===== config.mk =====
export PLATFORM = sky130hd
export DESIGN_NAME = dbg_seq
export DESIGN_NICKNAME = d
export VERILOG_FILES = /design/src/dubiner_basis_with_gradients_unit_assert.svh /design/src/dbg_pkg.sv /design/src/dbg_seq.sv
export SDC_FILE = /design/constraint.sdc
export NUM_CORES = 1
export LEC_CHECK = 0
export BUFFER_PORTS_ARGS = -buffer_cell sky130_fd_sc_hd__buf_2
export CORE_AREA = 2 2 272 274
export CTS_CLUSTER_DIAMETER = 40
export CTS_CLUSTER_SIZE = 24
export DETAILED_ROUTE_END_ITERATION = 8
export DIE_AREA = 0 0 274 276
export GPL_TIMING_DRIVEN = 0
export PLACE_DENSITY = 0.33
export SLEW_MARGIN = 5
export SYNTH_ARGS = -nofsm -noshare
export SYNTH_HDL_FRONTEND = slang
export SYNTH_SLANG_ARGS = --single-unit
export TNS_END_PERCENT = 100

===== constraint.sdc =====
create_clock -name i_clk -period 45.2 [get_ports i_clk]
set_input_delay 4.52 -clock i_clk [delete_from_list [all_inputs] [get_ports i_clk]]
set_output_delay 4.52 -clock i_clk [all_outputs]
set_load 0.02 [all_outputs]

===== src/dubiner_basis_with_gradients_unit_assert.svh =====
// Assertion macros used by the RTL of the basis unit.
`ifndef DUBINER_BASIS_WITH_GRADIENTS_UNIT_ASSERT_SVH
`define DUBINER_BASIS_WITH_GRADIENTS_UNIT_ASSERT_SVH

// Consequent checked in the same cycle as the antecedent.
`define DBG_ASSERT_SAME(lbl, clk, rst_n, ante, cons, msg) \
    lbl: assert property (@(posedge clk) disable iff (!(rst_n)) (ante) |-> (cons)) \
        else $error(msg);

// Consequent checked in the cycle after the antecedent.
`define DBG_ASSERT_NEXT(lbl, clk, rst_n, ante, cons, msg) \
    lbl: assert property (@(posedge clk) disable iff (!(rst_n)) (ante) |=> (cons)) \
        else $error(msg);

`endif


===== src/dbg_pkg.sv =====
`default_nettype none

package dbg_pkg;

    // default fraction bits of coordinates, values and gradients
    localparam int FRAC_BITS_DEF = 16;

    // fixed field widths
    localparam int COORD_W   = 17;
    localparam int JINV_W    = 32;
    localparam int IDX_W     = 4;
    localparam int VAL_W     = 24;
    localparam int GRAD_W    = 48;
    localparam int COEF_W    = 6;
    localparam int NUM_BASIS = 10;
    localparam int NUM_VTERM = 10;

    // register stages from issue to output word, output register included
    localparam int PIPE_DEPTH = 4;

    // polynomial order codes
    localparam logic [1:0] ORDER_P0 = 2'd0;
    localparam logic [1:0] ORDER_P1 = 2'd1;
    localparam logic [1:0] ORDER_P2 = 2'd2;

    // index of the final basis function per order
    localparam logic [IDX_W-1:0] LAST_P0 = 4'd0;
    localparam logic [IDX_W-1:0] LAST_P1 = 4'd3;
    localparam logic [IDX_W-1:0] LAST_P2 = 4'd9;

    typedef logic signed [COEF_W-1:0] t_coef;

    typedef struct packed {
        logic        [COORD_W-1:0] xi;
        logic        [COORD_W-1:0] eta;
        logic        [COORD_W-1:0] zeta;
        logic signed [JINV_W-1:0]  jinv_00;
        logic signed [JINV_W-1:0]  jinv_01;
        logic signed [JINV_W-1:0]  jinv_02;
        logic signed [JINV_W-1:0]  jinv_10;
        logic signed [JINV_W-1:0]  jinv_11;
        logic signed [JINV_W-1:0]  jinv_12;
        logic signed [JINV_W-1:0]  jinv_20;
        logic signed [JINV_W-1:0]  jinv_21;
        logic signed [JINV_W-1:0]  jinv_22;
    } t_in_word;

    typedef struct packed {
        logic        [IDX_W-1:0]  basis_index;
        logic signed [VAL_W-1:0]  basis_value;
        logic signed [GRAD_W-1:0] grad_x;
        logic signed [GRAD_W-1:0] grad_y;
        logic signed [GRAD_W-1:0] grad_z;
        logic                     last;
    } t_out_word;

    // control that travels alongside the datapath stages
    typedef struct packed {
        logic             vld;
        logic [IDX_W-1:0] idx;
        logic             last;
    } t_tag;

    // value coefficients, terms: xx, yy, zz, xy, xz, yz, x, y, z, 1
    localparam t_coef VAL_COEF [NUM_BASIS][NUM_VTERM] = '{
        '{0, 0,  0,  0,  0,  0,  0,  0,   0,  1},
        '{0, 0,  0,  0,  0,  0,  2,  1,   1, -1},
        '{0, 0,  0,  0,  0,  0,  0,  3,   1, -1},
        '{0, 0,  0,  0,  0,  0,  0,  0,   4, -1},
        '{6, 1,  1,  6,  6,  2, -6, -2,  -2,  1},
        '{0, 5,  1, 10,  2,  6, -2, -6,  -2,  1},
        '{0, 0,  6,  0, 12,  6, -2, -1,  -7,  1},
        '{0, 10, 1,  0,  0,  8,  0, -8,  -2,  1},
        '{0, 0,  6,  0,  0, 18,  0, -3,  -7,  1},
        '{0, 0, 15,  0,  0,  0,  0,  0, -10,  1}
    };

    // reference derivative coefficients [basis][d/dxi,d/deta,d/dzeta][x,y,z,1]
    localparam t_coef DER_COEF [NUM_BASIS][3][4] = '{
        '{'{ 0,  0,  0,  0}, '{ 0,  0,  0,  0}, '{ 0,  0,  0,   0}},
        '{'{ 0,  0,  0,  2}, '{ 0,  0,  0,  1}, '{ 0,  0,  0,   1}},
        '{'{ 0,  0,  0,  0}, '{ 0,  0,  0,  3}, '{ 0,  0,  0,   1}},
        '{'{ 0,  0,  0,  0}, '{ 0,  0,  0,  0}, '{ 0,  0,  0,   4}},
        '{'{12,  6,  6, -6}, '{ 6,  2,  2, -2}, '{ 6,  2,  2,  -2}},
        '{'{ 0, 10,  2, -2}, '{10, 10,  6, -6}, '{ 2,  6,  2,  -2}},
        '{'{ 0,  0, 12, -2}, '{ 0,  0,  6, -1}, '{12,  6, 12,  -7}},
        '{'{ 0,  0,  0,  0}, '{ 0, 20,  8, -8}, '{ 0,  8,  2,  -2}},
        '{'{ 0,  0,  0,  0}, '{ 0,  0, 18, -3}, '{ 0, 18, 12,  -7}},
        '{'{ 0,  0,  0,  0}, '{ 0,  0,  0,  0}, '{ 0,  0, 30, -10}}
    };

    // final basis index for an order code; the spare code acts as order 2
    function automatic logic [IDX_W-1:0] last_index(input logic [1:0] order);
        logic [IDX_W-1:0] res;
        case (order)
            ORDER_P0: res = LAST_P0;
            ORDER_P1: res = LAST_P1;
            default:  res = LAST_P2;
        endcase
        return res;
    endfunction

endpackage

`default_nettype wire


===== src/dbg_seq.sv =====
`default_nettype none

// Issue stage: holds one point and steps through its basis indexes.
module dbg_seq (
    input  wire logic              i_clk,
    input  wire logic              i_rst_n,
    input  wire logic              i_en,
    input  wire logic              i_in_valid,
    output logic                   o_in_stall,
    input  wire dbg_pkg::t_in_word i_in_data,
    input  wire logic [1:0]        i_poly_order,
    output dbg_pkg::t_tag          o_tag,
    output dbg_pkg::t_in_word      o_point
);

    logic                        r_busy;
    logic [dbg_pkg::IDX_W-1:0]   r_idx;
    dbg_pkg::t_in_word           r_point;
    logic                        w_is_last;
    logic                        w_accept;

    assign w_is_last = (r_idx == dbg_pkg::last_index(i_poly_order));

    // a new point may load as the final index of the current one leaves
    assign o_in_stall = r_busy && !(i_en && w_is_last);
    assign w_accept   = i_in_valid && !o_in_stall;

    // index counter
    always_ff @(posedge i_clk) begin
        if (!i_rst_n) begin
            r_busy <= 1'b0;
            r_idx  <= '0;
        end else if (w_accept) begin
            r_busy <= 1'b1;
            r_idx  <= '0;
        end else if (i_en && r_busy) begin
            if (w_is_last) begin
                r_busy <= 1'b0;
            end else begin
                r_idx <= r_idx + dbg_pkg::IDX_W'(1);
            end
        end
    end

    // point register
    always_ff @(posedge i_clk) begin
        if (w_accept) begin
            r_point <= i_in_data;
        end
    end

    assign o_tag.vld  = r_busy;
    assign o_tag.idx  = r_idx;
    assign o_tag.last = w_is_last;
    assign o_point    = r_point;

endmodule

`default_nettype wire


==> reports/metrics.yaml, run 1 <==
route:
  route.detailed.drc: 0
  ant_nets: 0
  wl_per_cell_um: 17.1
  via_per_inst: 3.18
  dr_total_vias: 6903
  drt_first_iter_violations: 208
  post_detailed_routing_wire_length_um: 37200
  drt_pass_1_iters: 4
sta:
  final-hold-violation-count: 0
  tns_ns: 0
  unrepaired_setup_endpoints_after_global_routing: "no"
  worst_slew_pin_slew_ns: 0.819
  finalClockSkew_ns: 0.0321
  timing.final.crit_period_ns: 10.05
  max_freq_ghz: 0.0995
  final.period_utilization_pct: 22.2
  maxSlewViolCount: 0
  final-setup-viol-count: 0
  slew_headroom_pct: 45.2
  fin_ws_ns: 35.15
worst_setup_path:
  critPathRequiredTime_ns: 40.68
  cp_max_fo: 3
  worstSetupEndpointType: "output pin"
  worst-setup-path-type: "in2out"
  r2r_cells: 8
  critPathLaunchType: "primary input"
  critPathArrivalTime_ns: 5.53
flow_run:
  max-cap-violations: 0
place:
  gp_congestion: 0.752
  hpwl_um: 29500
  port_buffers: 690
  dpl_worst_slack_ns: 35.14
clock_network:
  root_buffer_cell: "clkbuf_16"
  clock_sinks: 344
  cts_tree: "done"
  tritoncts.num_buffers: 70
  post_cts.resized_instances: 0
  cts_setup_buffers: 0
  ctsHoldBuffers: 0
  cts_max_path_buffers: 3
  clock_latency_ns: 0.59
  cts.clk_slew.worst_paths_ns: 0.04
  cts_htree_levels: 3
synth:
  cell_type_with_the_highest_aggregate_area_in_the_netlist: "edfxtp_1"
  synthTopCellsByArea: "edfxtp_1 (97%), dfxtp_1 (0.95%), nand3_1 (0.14%), buf_4 (0.14%), inv_1 (0.14%)"
  register_bit_count_reported_by_yosys: 344
  yosysWarnings: 0
  synth.lib_cells_used.distinct: 26
  share_of_the_synthesized_area_in_the_top_cell_type_pct: 96.8
  syn_inst: 379
  syn-cell-area_sq_um: 10500
  synthesis.area_per_instance_sq_um: 27.7
  synth_sequential_area_ratio_pct: 97.8
  postSynthNetCount: 725
power_and_ir_drop:
  internal-power_uw: 719
  switching_share_pct: 23.8
  total_leakage_power_uw: 0.00734
  p_sw_uw: 225
  combinationalPowerShare_pct: 7.6
  ir_drop_mv: 0.0286
  clock_power_share_pct: 52.2
  power_density_nw_per_um2: 53.0
  share_seq_of_total_power_pct: 40.2
floorplanning:
  design.die.area_sq_um: 75600
  dieWidth_um: 274
  pin_count: 691
  floorplan.rows: 99
  dieHeight_um: 276
  core_sq_um: 72600
  starting_density_of_the_core_pct: 14.5
finish:
  synthToLayoutAreaGrowth_pct: 69.3
  num-fill-cells: 7701
  drive_gt1_share_pct: 67.5
  num-nets-final: 1501
min_path:
  hold_class: "reg2reg"
  hold_depth: 2
global_routing:
  grt_use_met2_pct: 16.3
  grt_start_max_net_pins: 31
  grt_overflow_total: 0
  vias_in_the_first_global_route: 7513
  global_route_track_usage_on_met1_pct: 9.76
  grt_first_pass_wirelength_um: 51700
  antenna_found_initial: 11
  gr-usage-all-layers_pct: 9.48
  globalRoute.busiestLayer: "met2"
  global_route.usage.met3_pct: 3.98
status:
  run_status: "completed"
-- path summary, 6_finish.rpt --
kind                                    end            start  slack (ns)
worst max-delay path             o_in_stall  i_poly_order[0]       35.15
worst min-delay path               r_idx[2]         r_idx[2]        0.58
worst min register to register     r_idx[2]         r_idx[2]        0.58
worst max register to register  o_point[55]         r_idx[0]       42.01
-- kinds of logic (layout without fill, tap and decap cells) --
family	count (synthesis)	count (layout)	share of synthesized area, %
xor gates and xnor gates	1	1	0.0833
other	0	6	0
and+or+nand+nor	14	14	0.797
adders and majority gates	1	1	0.119
DFF	344	344	97.8
AOI/OAI and AO/OA	13	13	0.964
buffers and inverters	6	835	0.285
-- flip-flops by register name, indices dropped and copies added, names as in the netlist --
signal,cells
o_point,339
r_busy,1
r_idx,4
-- metal layers --
| layer | vias to the layer above | wire length, um |
|---|---|---|
| met1 | 3297 | 13100 |
| met4 | 4 | 1160 |
| met2 | 381 | 19000 |
| li1 | 3143 | - |
| met5 | - | 27 |
| met3 | 78 | 3850 |
-- per-stage QoR --
step,instances,util [%],power [uW],area (sq um),hold WS (ns)
after floorplan,379,-,428,10500,0.599
after global placement,2028,20.9,474,15200,0.577
after detailed placement,2042,21.3,459,15500,0.569
after CTS,2167,24.5,965,17800,0.577
after global routing,2169,24.5,984,17800,0.606
final,2173,24.5,944,17800,0.578
-- placed cells by master (no fill, tap or decap), types with 2 or more instances in the layout --
cell,Yosys,routed
nor2_1,2,2
buf_12,0,10
edfxtp_1,339,339
diode_2,0,6
clkbuf_16,0,71
clkinv_4,0,5
buf_2,0,690
inv_6,0,2
nand3_1,3,3
o21ai_0,2,2
clkinv_2,0,9
buf_16,0,4
inv_1,4,4
bufinv_16,0,5
clkinv_16,0,3
clkinvlp_4,0,6
clkinv_1,0,10
nor3_1,2,2
buf_4,2,2
clkbuf_1,0,11
clkinv_8,0,2
o21a_1,2,2
dfxtp_1,5,5
-- power groups by stage --
stage	Clock [uW]	Combinational [uW]	Sequential, uW
floorplan	0	7.12	421
global placement	0	68.7	405
detailed placement	0	73.8	385
CTS	512	73.9	380
global route	526	77.1	381
finish	493	72.0	379
-- critical path, cell delays in order --
cell	delay (ns)
buf_2	0.11
and3_4	0.18
o2111ai_1	0.29
and2_1	0.24
buf_2	0.20
-- cell usage after synthesis --
cell	count
edfxtp_1	339
dfxtp_1	5
inv_1	4
nand3_1	3
a21oi_1	2
buf_4	2
nor2_1	2
nor3_1	2
o21a_1	2
o21ai_0	2
a211oi_1	1
a211oi_2	1
and2_1	1
and3_2	1
and3_4	1
ha_1	1
nand2_1	1
nand4b_1	1
nor3b_1	1
o2111ai_1	1
o211a_1	1
o211ai_1	1
o221a_2	1
o31a_1	1
or3_1	1
xor2_1	1
-- area by class of cell --
cell class | instances | area, sq um | share of cell area, %
multi-input combinational | 29 | 218 | 1.22
timing repair buffer | 704 | 3760 | 21.1
clock buffer | 82 | 1820 | 10.2
inverter | 4 | 15.0 | 0.0843
antenna | 6 | 15.0 | 0.0843
buffer | 2 | 15.0 | 0.0843
tap | 959 | 1200 | 6.74
sequential | 344 | 10300 | 57.7
clock inverter | 43 | 482 | 2.71
Power figures use the tool's default switching activity.
==> inputs of run 2 (changes only) <==
CORE_AREA = 2 2 270 272   (was 2 2 272 274)
DIE_AREA = 0 0 272 274   (was 0 0 274 276)
PLACE_DENSITY = 0.35   (was 0.33)
clock period = 9.2 ns   (was 45.2 ns; I/O delays follow)
==> reports/metrics.yaml, run 2 (synthesized netlist as in run 1, its figures left out) <==
status:
  run_status: "completed"
clock_network:
  clock_sinks: 344  # unchanged
  cts_setup_buffers: 0  # unchanged
  ctsHoldBuffers: 0  # unchanged
  clock_latency_ns: 0.59  # about the same
  cts_htree_levels: 3  # unchanged
  cts_tree: "done"
  cts.clk_slew.worst_paths_ns: 0.05  # about the same
  cts_max_path_buffers: 3  # unchanged
  post_cts.resized_instances: 0  # unchanged
  tritoncts.num_buffers: 73  # +4.3%
  root_buffer_cell: "clkbuf_16"
sta:
  timing.final.crit_period_ns: 2.89
  tns_ns: 0  # unchanged
  final-hold-violation-count: 0  # unchanged
  hold_slack_final_ns: 0.499  # -0.0796 ns
  maxSlewViolCount: 0  # unchanged
  final.period_utilization_pct: 31.4
  slew_headroom_pct: 47.8  # +2.5 points
  final-setup-viol-count: 0  # unchanged
  unrepaired_setup_endpoints_after_global_routing: "no"
  finalClockSkew_ns: 0.0195  # -0.0126 ns
  worst_slew_pin_slew_ns: 0.781  # -0.0381 ns
  max_freq_ghz: 0.346
route:
  wl_per_cell_um: 17.6  # +2.8%
  via_per_inst: 3.18  # +0.12%
  route.detailed.drc: 0  # unchanged
  post_detailed_routing_wire_length_um: 38300  # +3.0%
  dr_total_vias: 6924  # +0.30%
  ant_nets: 0  # unchanged
  drt_pass_1_iters: 4  # unchanged
  drt_first_iter_violations: 252  # +21%
global_routing:
  antenna_found_initial: 12  # +1
  grt_overflow_total: 0  # unchanged
  gr-usage-all-layers_pct: 9.72  # +0.24 points
  vias_in_the_first_global_route: 7293  # -2.9%
  grt_start_max_net_pins: 29  # -6.5%
  grt_first_pass_wirelength_um: 51300  # -0.74%
power_and_ir_drop:
  ir_drop_mv: 0.150  # +420%
  p_sw_uw: 1140  # +410%
  share_seq_of_total_power_pct: 38.7  # -1.5 points
  internal-power_uw: 3670  # +410%
  switching_share_pct: 23.7  # -0.13 points
  power_density_nw_per_um2: 268  # +400%
  pwr_total_uw: 4810  # +410%
  combinationalPowerShare_pct: 7.5  # about the same
  total_leakage_power_uw: 0.00743  # +1.2%
  clock_power_share_pct: 53.8  # +1.6 points
finish:
  layout.cells.most_common: "buf_2"
  final_cell_count_no_fill: 2177  # +0.18%
  num-nets-final: 1505  # +0.27%
  layout.cells.most_common_list: "buf_2 (690), edfxtp_1 (339), clkbuf_16 (74)"
  largest_reg_flops: 339  # unchanged
  drive_gt1_share_pct: 68.2  # +0.73 points
  synthToLayoutAreaGrowth_pct: 71.0
  design_area_sq_um: 18000  # +1.0%
worst_setup_path:
  worstSetupEndpointType: "output pin"
  worst-setup-path-type: "reg2out"
  critPathLaunchType: "register"
  critPathArrivalTime_ns: 1.97  # -3.56 ns
  cp_max_fo: 8  # +5
  critPathRequiredTime_ns: 8.28  # -32.40 ns
min_path:
  hold_class: "in2reg"
floorplanning:
  core_sq_um: 72000  # -0.85%
  dieWidth_um: 272  # -0.73%
  dieHeight_um: 274  # -0.72%
  design.die.area_sq_um: 74500  # -1.4%
  pin_count: 691  # unchanged
  floorplan.rows: 99  # unchanged
  starting_density_of_the_core_pct: 14.6  # +0.12 points
flow_run:
  max-cap-violations: 0  # unchanged
place:
  placed_cells_incl_taps: 2043  # +0.049%
  gp_congestion: 0.771  # +2.5%
  placed_area_sq_um: 15500  # +0.23%
  hpwl_um: 30300  # +2.8%
  port_buffers: 690  # unchanged
[run 2: path summary, 6_finish.rpt]
| path | from | endpoint | slack, ns | depth (start not counted) |
|---|---|---|---|---|
| worst max-delay path | r_idx[0] | o_in_stall | 6.31 | 4 |
| worst min-delay path | i_in_data[274] | o_point[274] | 0.50 | 1 |
| worst max register to register | r_idx[0] | o_point[123] | 6.33 | 7 |
| worst min register to register | r_idx[2] | r_idx[2] | 0.57 | 2 |
[run 2: critical path, cell delays in order (launching register included)]
cell and delay (ns):
dfxtp_1 0.45, nand4b_1 0.24, o31a_1 0.34, and2_1 0.20, buf_2 0.18
[run 2: area by class of cell]
cell class	count	area, sq um
Antenna cell	1	2.50
Tap cell	959	1200
Sequential cell	344	10300
Multi-Input combinational cell	29	218
Inverter	4	15.0
Clock inverter	55	588
Buffer	2	15.0
Clock buffer	78	1870
Timing Repair Buffer	705	3800
Fill cell	7543	54000
[run 2: metrics by stage]
step	utilization [%]	worst slack, ns
3_3_place_gp	21.1	-1.42
6_report	25.0	6.31
2_1_floorplan	-	1.61
5_1_grt	25.0	6.06
3_5_place_dp	21.6	5.73
4_1_cts	25.0	6.26
[run 2: power by group through the flow]
stage,Sequential [uW],Combinational (uW),Clock (uW)
2_1_floorplan,2030,35.7,0
3_3_place_gp,1920,344,0
3_5_place_dp,1890,371,0
4_1_cts,1860,372,2680
5_1_grt,1870,388,2760
6_report,1860,362,2590
[run 2: per-layer routing]
layer,part of all wire (%),wire (um),GRT usage [%],up-vias
met3,11,4070,4.62,78
met2,49,18700,15.7,378
met1,37,14300,10.7,3306
met5,0.14,55,0,-
met4,3.1,1190,4.87,8
li1,-,-,-,3154
